===== src/rtl/atr_pkg.sv =====
`timescale 1ns / 1ps
// ----------------------------------------------------------------------------
// atr_pkg
// Shared types, codes, constants and rate tables of the ATR parser.
// ----------------------------------------------------------------------------
package atr_pkg;

	localparam logic [5:0] MAX_LENGTH_RESET = 6'd33;
	localparam logic [5:0] BYTE_COUNT_MAX   = 6'd63;
	localparam logic [7:0] TS_DIRECT        = 8'h3B;
	localparam logic [7:0] RATE_DEFAULT     = 8'h11;
	localparam logic [7:0] PTS_FORMAT_BASE  = 8'h10;
	localparam logic [7:0] PTS_CHECK_INIT   = 8'hFF;

	typedef enum logic [2:0] {
		PH_TS    = 3'd0,
		PH_T0    = 3'd1,
		PH_IF    = 3'd2,
		PH_HIST  = 3'd3,
		PH_CHECK = 3'd4,
		PH_DONE  = 3'd5
	} phase_t;

	typedef enum logic [3:0] {
		ROLE_TS    = 4'd0,
		ROLE_T0    = 4'd1,
		ROLE_TA    = 4'd2,
		ROLE_TB    = 4'd3,
		ROLE_TC    = 4'd4,
		ROLE_TD    = 4'd5,
		ROLE_HIST  = 4'd6,
		ROLE_CHECK = 4'd7,
		ROLE_NONE  = 4'd8
	} role_t;

	typedef enum logic [2:0] {
		ST_BUSY       = 3'd0,
		ST_OK         = 3'd1,
		ST_INCOMPLETE = 3'd2,
		ST_BAD_CONV   = 3'd3,
		ST_NOT_T0     = 3'd4,
		ST_SPECIFIC   = 3'd5,
		ST_BAD_RATE   = 3'd6,
		ST_TOO_LONG   = 3'd7
	} status_t;

	// parser state seen by the verdict logic
	typedef struct packed {
		phase_t     phase;
		logic [5:0] byte_count;
		logic [3:0] hist_total;
		logic [7:0] conv_byte;
		logic [7:0] format_byte;
		logic [7:0] rate_byte;
		logic [7:0] proto_byte;
		logic       second_ta_seen;
	} atr_state_t;

	typedef struct packed {
		status_t     status;
		role_t       byte_role;
		logic [7:0]  pts_format;
		logic [7:0]  pts_rate;
		logic [7:0]  pts_check;
		logic [11:0] rate_fi;
		logic [6:0]  rate_di;
		logic [11:0] clocks_per_etu;
		logic [3:0]  historical_count;
	} atr_result_t;

	function automatic logic [11:0] fi_lookup(input logic [2:0] idx);
		logic [11:0] fi;
		unique case (idx)
			3'd1:    fi = 12'd512;
			3'd2:    fi = 12'd768;
			3'd3:    fi = 12'd1024;
			3'd4:    fi = 12'd1536;
			3'd5:    fi = 12'd2048;
			default: fi = 12'd0;
		endcase
		return fi;
	endfunction

	// di is a power of two: 0 for code zero, else 1 << (code - 1)
	function automatic logic [6:0] di_lookup(input logic [2:0] idx);
		logic [6:0] di;
		if (idx == 3'd0) begin
			di = 7'd0;
		end else begin
			di = 7'd1 << (idx - 3'd1);
		end
		return di;
	endfunction

endpackage


===== src/rtl/atr_in_if.sv =====
`timescale 1ns / 1ps
// ----------------------------------------------------------------------------
// atr_in_if
// Received-word channel: one ATR byte or an end-of-reception mark.
// ----------------------------------------------------------------------------
interface atr_in_if;
	logic       valid;
	logic       ready;
	logic       kind;
	logic [7:0] rx_byte;

	modport source (output valid, output kind, output rx_byte, input ready);
	modport sink (input valid, input kind, input rx_byte, output ready);
endinterface


===== src/rtl/atr_out_if.sv =====
`timescale 1ns / 1ps
// ----------------------------------------------------------------------------
// atr_out_if
// Result channel: byte role per byte, verdict and PTS request per end mark.
// ----------------------------------------------------------------------------
interface atr_out_if;
	logic        valid;
	logic        ready;
	logic [2:0]  status;
	logic [3:0]  byte_role;
	logic [7:0]  pts_format;
	logic [7:0]  pts_rate;
	logic [7:0]  pts_check;
	logic [11:0] rate_fi;
	logic [6:0]  rate_di;
	logic [11:0] clocks_per_etu;
	logic [3:0]  historical_count;

	modport source (
		output valid, output status, output byte_role, output pts_format,
		output pts_rate, output pts_check, output rate_fi, output rate_di,
		output clocks_per_etu, output historical_count, input ready
	);
	modport sink (
		input valid, input status, input byte_role, input pts_format,
		input pts_rate, input pts_check, input rate_fi, input rate_di,
		input clocks_per_etu, input historical_count, output ready
	);
endinterface


===== src/rtl/atr_parse.sv =====
`timescale 1ns / 1ps
// ----------------------------------------------------------------------------
// atr_parse
// Byte classifier state machine: tracks TS, T0, interface levels 1 and 2,
// historical bytes and the check byte; clears on end of reception.
// ----------------------------------------------------------------------------
module atr_parse import atr_pkg::*; (
	input  logic       clk,
	input  logic       arst_n,
	input  logic       accept,
	input  logic       kind,
	input  logic [7:0] rx_byte,
	input  logic [5:0] max_length,
	output atr_state_t state,
	output role_t      role,
	output logic [3:0] hist_total_next
);

	phase_t     phase_q, phase_d;
	logic [3:0] mask_q, mask_d;
	logic       lvl2_q, lvl2_d;
	logic [3:0] hist_left_q, hist_left_d;
	logic [3:0] hist_total_q, hist_total_d;
	logic [5:0] byte_count_q, byte_count_d;
	logic [7:0] conv_q, conv_d;
	logic [7:0] format_q, format_d;
	logic [7:0] rate_q, rate_d;
	logic [7:0] proto_q, proto_d;
	logic       second_ta_q, second_ta_d;

	logic [1:0] k;
	logic [3:0] mask_left;
	logic [3:0] mask_new;
	logic       in_range;

	function automatic phase_t after_if(input logic [3:0] mask, input logic [3:0] left);
		phase_t ph;
		if (mask != 4'd0) begin
			ph = PH_IF;
		end else if (left != 4'd0) begin
			ph = PH_HIST;
		end else begin
			ph = PH_CHECK;
		end
		return ph;
	endfunction

	// lowest pending interface byte, TD when only bit 3 is left
	always_comb begin
		priority if (mask_q[0]) begin
			k = 2'd0;
		end else if (mask_q[1]) begin
			k = 2'd1;
		end else if (mask_q[2]) begin
			k = 2'd2;
		end else begin
			k = 2'd3;
		end
	end

	assign mask_left = mask_q & ~(4'b0001 << k);
	assign in_range  = byte_count_q < max_length;

	// next state
	always_comb begin
		phase_d      = phase_q;
		mask_d       = mask_q;
		lvl2_d       = lvl2_q;
		hist_left_d  = hist_left_q;
		hist_total_d = hist_total_q;
		byte_count_d = byte_count_q;
		conv_d       = conv_q;
		format_d     = format_q;
		rate_d       = rate_q;
		proto_d      = proto_q;
		second_ta_d  = second_ta_q;
		mask_new     = mask_left;
		if (accept && kind) begin
			phase_d      = PH_TS;
			mask_d       = 4'd0;
			lvl2_d       = 1'b0;
			hist_left_d  = 4'd0;
			hist_total_d = 4'd0;
			byte_count_d = 6'd0;
			conv_d       = 8'd0;
			format_d     = 8'd0;
			rate_d       = RATE_DEFAULT;
			proto_d      = 8'd0;
			second_ta_d  = 1'b0;
		end else if (accept) begin
			if (byte_count_q != BYTE_COUNT_MAX) begin
				byte_count_d = byte_count_q + 6'd1;
			end
			if (in_range) begin
				unique case (phase_q)
					PH_TS: begin
						conv_d  = rx_byte;
						phase_d = PH_T0;
					end
					PH_T0: begin
						format_d     = rx_byte;
						hist_total_d = rx_byte[3:0];
						hist_left_d  = rx_byte[3:0];
						mask_d       = rx_byte[7:4];
						lvl2_d       = 1'b0;
						phase_d      = after_if(rx_byte[7:4], rx_byte[3:0]);
					end
					PH_IF: begin
						if (k == 2'd0) begin
							if (!lvl2_q) begin
								rate_d = rx_byte;
							end else begin
								second_ta_d = 1'b1;
							end
						end else if (k == 2'd3 && !lvl2_q) begin
							// TD1 announces the level 2 bytes
							proto_d  = rx_byte;
							mask_new = rx_byte[7:4];
							lvl2_d   = 1'b1;
						end
						mask_d  = mask_new;
						phase_d = after_if(mask_new, hist_left_q);
					end
					PH_HIST: begin
						hist_left_d = hist_left_q - 4'd1;
						if (hist_left_q == 4'd1) begin
							phase_d = PH_CHECK;
						end
					end
					PH_CHECK: begin
						phase_d = PH_DONE;
					end
					default: begin
						phase_d = phase_q;
					end
				endcase
			end
		end
	end

	// outputs
	always_comb begin
		role = ROLE_NONE;
		if (in_range) begin
			unique case (phase_q)
				PH_TS:    role = ROLE_TS;
				PH_T0:    role = ROLE_T0;
				PH_IF: begin
					unique case (k)
						2'd0:    role = ROLE_TA;
						2'd1:    role = ROLE_TB;
						2'd2:    role = ROLE_TC;
						default: role = ROLE_TD;
					endcase
				end
				PH_HIST:  role = ROLE_HIST;
				PH_CHECK: role = ROLE_CHECK;
				default:  role = ROLE_NONE;
			endcase
		end
	end

	assign hist_total_next = hist_total_d;

	always_comb begin
		state.phase          = phase_q;
		state.byte_count     = byte_count_q;
		state.hist_total     = hist_total_q;
		state.conv_byte      = conv_q;
		state.format_byte    = format_q;
		state.rate_byte      = rate_q;
		state.proto_byte     = proto_q;
		state.second_ta_seen = second_ta_q;
	end

	always_ff @(posedge clk or negedge arst_n) begin
		if (!arst_n) begin
			phase_q      <= PH_TS;
			mask_q       <= 4'd0;
			lvl2_q       <= 1'b0;
			hist_left_q  <= 4'd0;
			hist_total_q <= 4'd0;
			byte_count_q <= 6'd0;
			conv_q       <= 8'd0;
			format_q     <= 8'd0;
			rate_q       <= RATE_DEFAULT;
			proto_q      <= 8'd0;
			second_ta_q  <= 1'b0;
		end else begin
			phase_q      <= phase_d;
			mask_q       <= mask_d;
			lvl2_q       <= lvl2_d;
			hist_left_q  <= hist_left_d;
			hist_total_q <= hist_total_d;
			byte_count_q <= byte_count_d;
			conv_q       <= conv_d;
			format_q     <= format_d;
			rate_q       <= rate_d;
			proto_q      <= proto_d;
			second_ta_q  <= second_ta_d;
		end
	end

endmodule


===== src/rtl/atr_verdict.sv =====
`timescale 1ns / 1ps
// ----------------------------------------------------------------------------
// atr_verdict
// Builds the result word: byte role, or verdict with PTS request and rates.
// ----------------------------------------------------------------------------
module atr_verdict import atr_pkg::*; (
	input  logic        kind,
	input  role_t       role,
	input  logic [3:0]  hist_total_next,
	input  atr_state_t  state,
	input  logic [5:0]  max_length,
	output atr_result_t res
);

	logic [7:0]  fmt;
	logic [11:0] fi;
	logic [6:0]  di;
	logic [2:0]  di_code;
	status_t     verdict;

	assign di_code = state.rate_byte[2:0];
	assign fmt = PTS_FORMAT_BASE |
		(state.format_byte[7] ? {4'd0, state.proto_byte[3:0]} : 8'd0);
	assign fi = fi_lookup(state.rate_byte[6:4]);
	assign di = di_lookup(di_code);

	always_comb begin
		priority if (state.byte_count > max_length) begin
			verdict = ST_TOO_LONG;
		end else if (state.phase != PH_CHECK && state.phase != PH_DONE) begin
			verdict = ST_INCOMPLETE;
		end else if (state.conv_byte != TS_DIRECT) begin
			verdict = ST_BAD_CONV;
		end else if (state.proto_byte[3:0] != 4'd0) begin
			verdict = ST_NOT_T0;
		end else if (state.second_ta_seen) begin
			verdict = ST_SPECIFIC;
		end else if (fi == 12'd0 || di == 7'd0) begin
			verdict = ST_BAD_RATE;
		end else begin
			verdict = ST_OK;
		end
	end

	always_comb begin
		res = '0;
		if (!kind) begin
			res.status           = ST_BUSY;
			res.byte_role        = role;
			res.historical_count = hist_total_next;
		end else begin
			res.status           = verdict;
			res.byte_role        = ROLE_NONE;
			res.historical_count = state.hist_total;
			if (verdict == ST_OK || verdict == ST_BAD_RATE) begin
				res.pts_format = fmt;
				res.pts_rate   = state.rate_byte;
				res.pts_check  = PTS_CHECK_INIT ^ fmt ^ state.rate_byte;
				res.rate_fi    = fi;
				res.rate_di    = di;
			end
			// di is a power of two, so fi / di is a right shift
			if (verdict == ST_OK) begin
				res.clocks_per_etu = fi >> (di_code - 3'd1);
			end
		end
	end

endmodule


===== src/rtl/smartcard_atr_parser.sv =====
`timescale 1ns / 1ps
// ----------------------------------------------------------------------------
// smartcard_atr_parser
// Answer-to-reset parser with PTS request build for a T=0 smartcard reader.
// ----------------------------------------------------------------------------
// usage:
//   char_stream carries one word per received ATR byte (kind 0) and one
//   end-of-reception word (kind 1) after the line goes quiet.
//   result returns exactly one word per input word: the byte role for a
//   byte, or the verdict with PTS0/PTS1/PCK, Fi, Di and clocks per ETU for
//   an end mark. After a verdict the parser is ready for a new ATR.
//   cfg_we/cfg_wdata set max_length; write it only while the block is idle.
// result timing and throughput:
//   a result is valid in the cycle after its word is accepted; one word per
//   cycle is taken while the single result register is free or being taken.
// reset:
//   arst_n clears the parser to wait for TS and max_length to 33.
// stall:
//   while result is held, char_stream still takes a word in the cycle the
//   held result is taken; otherwise ready stays low.
// ----------------------------------------------------------------------------
module smartcard_atr_parser import atr_pkg::*; (
	input  logic       clk,
	input  logic       arst_n,
	atr_in_if.sink     char_stream,
	atr_out_if.source  result,
	input  logic       cfg_we,
	input  logic [5:0] cfg_wdata
);

	logic        in_acc;
	logic [5:0]  max_length_q;
	logic        out_valid_q;
	atr_result_t res_d;
	atr_result_t res_q;
	atr_state_t  st;
	role_t       role;
	logic [3:0]  hist_next;

	assign char_stream.ready = !out_valid_q || result.ready;
	assign in_acc = char_stream.valid && char_stream.ready;

	always_ff @(posedge clk or negedge arst_n) begin
		if (!arst_n) begin
			max_length_q <= MAX_LENGTH_RESET;
		end else if (cfg_we) begin
			max_length_q <= cfg_wdata;
		end
	end

	atr_parse u_parse (
		.clk             (clk),
		.arst_n          (arst_n),
		.accept          (in_acc),
		.kind            (char_stream.kind),
		.rx_byte         (char_stream.rx_byte),
		.max_length      (max_length_q),
		.state           (st),
		.role            (role),
		.hist_total_next (hist_next)
	);

	atr_verdict u_verdict (
		.kind            (char_stream.kind),
		.role            (role),
		.hist_total_next (hist_next),
		.state           (st),
		.max_length      (max_length_q),
		.res             (res_d)
	);

	always_ff @(posedge clk or negedge arst_n) begin
		if (!arst_n) begin
			out_valid_q <= 1'b0;
		end else if (in_acc) begin
			out_valid_q <= 1'b1;
		end else if (result.ready) begin
			out_valid_q <= 1'b0;
		end
	end

	always_ff @(posedge clk) begin
		if (in_acc) begin
			res_q <= res_d;
		end
	end

	assign result.valid            = out_valid_q;
	assign result.status           = res_q.status;
	assign result.byte_role        = res_q.byte_role;
	assign result.pts_format       = res_q.pts_format;
	assign result.pts_rate         = res_q.pts_rate;
	assign result.pts_check        = res_q.pts_check;
	assign result.rate_fi          = res_q.rate_fi;
	assign result.rate_di          = res_q.rate_di;
	assign result.clocks_per_etu   = res_q.clocks_per_etu;
	assign result.historical_count = res_q.historical_count;

	// an accepted word always yields a result word next cycle
	a_result_follows: assert property (@(posedge clk) disable iff (!arst_n)
		in_acc |=> out_valid_q)
		else $error("accepted word produced no result");

	// an end mark restarts the parser
	a_verdict_clears: assert property (@(posedge clk) disable iff (!arst_n)
		(in_acc && char_stream.kind) |=> (st.phase == PH_TS && st.byte_count == 6'd0))
		else $error("parser not cleared after verdict");

	// an accepted ATR always has a nonzero ETU length
	a_ok_has_etu: assert property (@(posedge clk) disable iff (!arst_n)
		(out_valid_q && res_q.status == ST_OK) |-> (res_q.clocks_per_etu != 12'd0))
		else $error("ok verdict with zero clocks per etu");

	// byte words never carry a verdict
	a_byte_busy: assert property (@(posedge clk) disable iff (!arst_n)
		(in_acc && !char_stream.kind) |=> (res_q.status == ST_BUSY))
		else $error("byte word carried a verdict");

endmodule


===== src/flat_wrapper.sv =====
// flat-port wrapper written by rule: the top's interface ports become plain ports
module smartcard_atr_parser_flat import atr_pkg::*;
  (clk, arst_n, cfg_we, cfg_wdata, char_stream_valid, char_stream_kind, char_stream_rx_byte, char_stream_ready, result_valid, result_status, result_byte_role, result_pts_format, result_pts_rate, result_pts_check, result_rate_fi, result_rate_di, result_clocks_per_etu, result_historical_count, result_ready);
  atr_in_if char_stream_i ();
  atr_out_if result_i ();
  input  logic clk;
  input  logic arst_n;
  input  logic cfg_we;
  input  logic [5:0] cfg_wdata;
  input wire logic [$bits(char_stream_i.valid)-1:0] char_stream_valid;
  input wire logic [$bits(char_stream_i.kind)-1:0] char_stream_kind;
  input wire logic [$bits(char_stream_i.rx_byte)-1:0] char_stream_rx_byte;
  output wire logic [$bits(char_stream_i.ready)-1:0] char_stream_ready;
  output wire logic [$bits(result_i.valid)-1:0] result_valid;
  output wire logic [$bits(result_i.status)-1:0] result_status;
  output wire logic [$bits(result_i.byte_role)-1:0] result_byte_role;
  output wire logic [$bits(result_i.pts_format)-1:0] result_pts_format;
  output wire logic [$bits(result_i.pts_rate)-1:0] result_pts_rate;
  output wire logic [$bits(result_i.pts_check)-1:0] result_pts_check;
  output wire logic [$bits(result_i.rate_fi)-1:0] result_rate_fi;
  output wire logic [$bits(result_i.rate_di)-1:0] result_rate_di;
  output wire logic [$bits(result_i.clocks_per_etu)-1:0] result_clocks_per_etu;
  output wire logic [$bits(result_i.historical_count)-1:0] result_historical_count;
  input wire logic [$bits(result_i.ready)-1:0] result_ready;
  assign char_stream_i.valid = char_stream_valid;
  assign char_stream_i.kind = char_stream_kind;
  assign char_stream_i.rx_byte = char_stream_rx_byte;
  assign char_stream_ready = char_stream_i.ready;
  assign result_valid = result_i.valid;
  assign result_status = result_i.status;
  assign result_byte_role = result_i.byte_role;
  assign result_pts_format = result_i.pts_format;
  assign result_pts_rate = result_i.pts_rate;
  assign result_pts_check = result_i.pts_check;
  assign result_rate_fi = result_i.rate_fi;
  assign result_rate_di = result_i.rate_di;
  assign result_clocks_per_etu = result_i.clocks_per_etu;
  assign result_historical_count = result_i.historical_count;
  assign result_i.ready = result_ready;
  smartcard_atr_parser u_core (.clk(clk), .arst_n(arst_n), .char_stream(char_stream_i), .result(result_i), .cfg_we(cfg_we), .cfg_wdata(cfg_wdata));
endmodule

===== config.mk =====
export PLATFORM = sky130hd
export DESIGN_NAME = smartcard_atr_parser_flat
export DESIGN_NICKNAME = d
export VERILOG_FILES = /design/src/rtl/atr_pkg.sv /design/src/rtl/atr_in_if.sv /design/src/rtl/atr_out_if.sv /design/src/rtl/atr_parse.sv /design/src/rtl/atr_verdict.sv /design/src/rtl/smartcard_atr_parser.sv /design/src/flat_wrapper.sv
export SDC_FILE = /design/constraint.sdc
export NUM_CORES = 1
export LEC_CHECK = 0
export BUFFER_PORTS_ARGS = -buffer_cell sky130_fd_sc_hd__buf_2
export CAP_MARGIN = 0
export CORE_UTILIZATION = 33
export CTS_BUF_LIST = sky130_fd_sc_hd__clkbuf_8
export CTS_CLUSTER_DIAMETER = 30
export CTS_CLUSTER_SIZE = 12
export DETAILED_ROUTE_END_ITERATION = 16
export PLACE_DENSITY = 0.52
export SETUP_SLACK_MARGIN = 0.3
export SLEW_MARGIN = 40
export SYNTH_ARGS = -nofsm -noshare
export SYNTH_HDL_FRONTEND = slang
export SYNTH_HIERARCHICAL = 1
export SYNTH_SLANG_ARGS = --single-unit
export TNS_END_PERCENT = 5

===== constraint.sdc =====
create_clock -name clk -period 3.8 [get_ports clk]
set_input_delay 0.19 -clock clk [delete_from_list [all_inputs] [get_ports clk]]
set_output_delay 0.19 -clock clk [all_outputs]
set_load 0.01 [all_outputs]

==> flow_summary.toml <==
[worst_setup_path]
r2r_cells = 6
cp_max_fo = 18
criticalPathCategory = "flip-flop to flip-flop"
endpoint_kind = "flip-flop"
ff2ff_setup_slack_ns = 1.15
arrival_ns = 2.88
cp-start-kind = "flip-flop"
crit_required_ns = 4.03

[yosys]
avgSynthCellArea_um2 = 11.5
syn_inst = 551
synth_area_mm2 = 0.00636
yosys_warnings = 6

[finish]
mostFrequentLayoutCells = "buf_2, edfxtp_1, dfrtp_1"
antennaDiodeCount = 0
stdcell_area_mm2 = 0.00741
layout.cells.most_common = "buf_2"
syn2layout_area_growth_pct = 16.5
nFillCells = 1854
instances_no_fill = 910
finalNetCount = 676
drive_gt1_share_pct = 28.8

[clock_network]
clk_path_buf_depth = 2
clock_latency_ns = 0.43
clock-root-buffer = "clkbuf_8"
tritoncts = "yes"
h-tree-depth = 4
numCtsBuffers = 17
cts_resized = 0
clkSinkCount = 117
clk_pin_slew_worst_paths_ns = 0.08
postCtsSetupBuffers = 0

[placement]
portBuffers = 87
place_hpwl_mm = 9.91
gp_congestion = 0.867
dpl.cell_count = 870
placed_cell_area_mm2 = 0.00693

[floorplan]
core_area_mm2 = 0.0188
pin_count = 88
die_x_um = 141
initial_utilization_pct = 33.8
rows = 50
die_height_um = 141
die_area_mm2 = 0.0198

[pwr]
irDropWorstVdd_mv = 0.285
powerDensity_mw_per_mm2 = 552
power_leakage_uw = 0.00303
totalPowerFinal_uw = 4090

[route]
drt_iter0_markers = 190
num_vias = 4434
wl_mm = 14.2
via_per_inst = 4.87
dr.pass1.iters = 4
wire_per_inst_um = 15.6
drc = 0
antenna_left = 0

[global_route]
antenna_found_initial = 0
grt_pass1_wl_mm = 23.1
grt_pass1_vias = 4466
grt-ovfl-total = 0
track_usage_pct = 15.1
grt_max_degree = 52

[min_path]
hold_path_class = "input port to flip-flop"
hold_depth = 3

[sta]
rsz0062_at_grt = "no"
hold_viol_final = 0
setup_viol = 0
drv_slew = 0
fin_skew_ns = 0.0121
period_minus_slack_ns = 2.65
setup-tns-final_ns = 0
tightest_slew_ns = 0.799
relSlewSlack_pct = 46.5
clock.fmax_ghz = 0.377
fin_crit_sh_pct = 69.8

[outcome]
status = "complete, no violations"

[job]
drv_cap = 0
-- area by class of cell --
cell class,instances,area (um2),share of cell area (%)
clock buffer,17,234,3.16
clock inverter,15,166,2.25
inverter,29,109,1.47
multi-input combinational,372,2760,37.2
sequential,117,3260,44.0
tap,260,325,4.39
timing repair buffer,100,553,7.46
-- worst max-delay path, cell delays in order (launching register included) --
cell and delay (ns):
dfstp_2 0.72, inv_1 0.16, ha_1 0.29, nor2b_1 0.18
a2111oi_4 0.53, nand4_1 0.28, nor4_1 0.29
-- registers in the layout, summed over array words and instances, names as in the netlist --
| register | flops |
|---|---|
| u_core/u_parse/rate_q | 8 |
| u_core/result.historical_count | 4 |
| u_core/u_parse/phase_q | 3 |
| u_core/result.status | 3 |
| u_core/u_parse/format_q | 1 |
| u_core/u_parse/conv_q | 8 |
| u_core/result.valid | 1 |
| u_core/result.rate_fi | 12 |
| u_core/result.pts_format | 8 |
| u_core/result.byte_role | 4 |
| u_core/max_length_q | 6 |
| u_core/u_parse/proto_q | 4 |
| u_core/result.rate_di | 7 |
| u_core/u_parse/lvl2_q | 1 |
| u_core/u_parse/mask_q | 4 |
| u_core/u_parse/second_ta_q | 1 |
| u_core/u_parse/hist_left_q | 4 |
| u_core/result.pts_check | 8 |
| u_core/u_parse/hist_total_q | 4 |
| u_core/result.clocks_per_etu | 12 |
| u_core/result.pts_rate | 8 |
| u_core/u_parse/byte_count_q | 6 |
-- power by group --
part / total [uW] / switching (uW) / internal, uW / leakage [uW]
registers: 1820 / 256 / 1570 / 0.00129
clock network: 1160 / 516 / 640 / 0.000201
logic: 1110 / 628 / 487 / 0.00153
total: 4090 / 1400 / 2690 / 0.00303
-- final timing paths --
| path | start | endpoint |
|---|---|---|
| worst max-delay path | u_core/u_parse/rate_q[0]$_DFFE_PN1P_ | u_core/result.clocks_per_etu[2]$_DFFE_PP_ |
| min in group asynchronous | arst_n | u_core/u_parse/hist_left_q[0]$_DFFE_PN0P_ |
| max in group asynchronous | arst_n | u_core/u_parse/rate_q[2]$_DFFE_PN0P_ |
| worst min-delay path | result_ready | u_core/result.valid$_DFFE_PN0P_ |
| worst max register to register | u_core/u_parse/rate_q[0]$_DFFE_PN1P_ | u_core/result.clocks_per_etu[2]$_DFFE_PP_ |
| worst min register to register | u_core/u_parse/conv_q[2]$_DFFE_PN0P_ | u_core/u_parse/conv_q[2]$_DFFE_PN0P_ |
-- what timing repair did --
action / in CTS / in global routing
setup endpoints to repair: 0 / 0
hold endpoints to repair: 54 / 0
hold buffers: 8 / 0
-- metrics by stage --
step	setup slack [ns]	hold slack [ns]	util (%)
2_1_floorplan	0.924	-0.106	-
3_3_place_gp	1.26	0.353	36.8
3_5_place_dp	1.15	0.360	36.8
4_1_cts	1.11	0.0218	39.4
5_1_grt	0.945	0.0444	39.4
6_report	1.15	0.0573	39.4
-- per-layer routing --
metal / global-route usage (%) / up-vias / share of wire (%)
met1: 18.6 / 2168 / 46
met3: 3.97 / 14 / 4.0
met5: 0 / - / 0
li1: - / 2151 / -
met2: 25.7 / 101 / 49
met4: 5.09 / 0 / 1.2
Power figures use the tool's default switching activity.
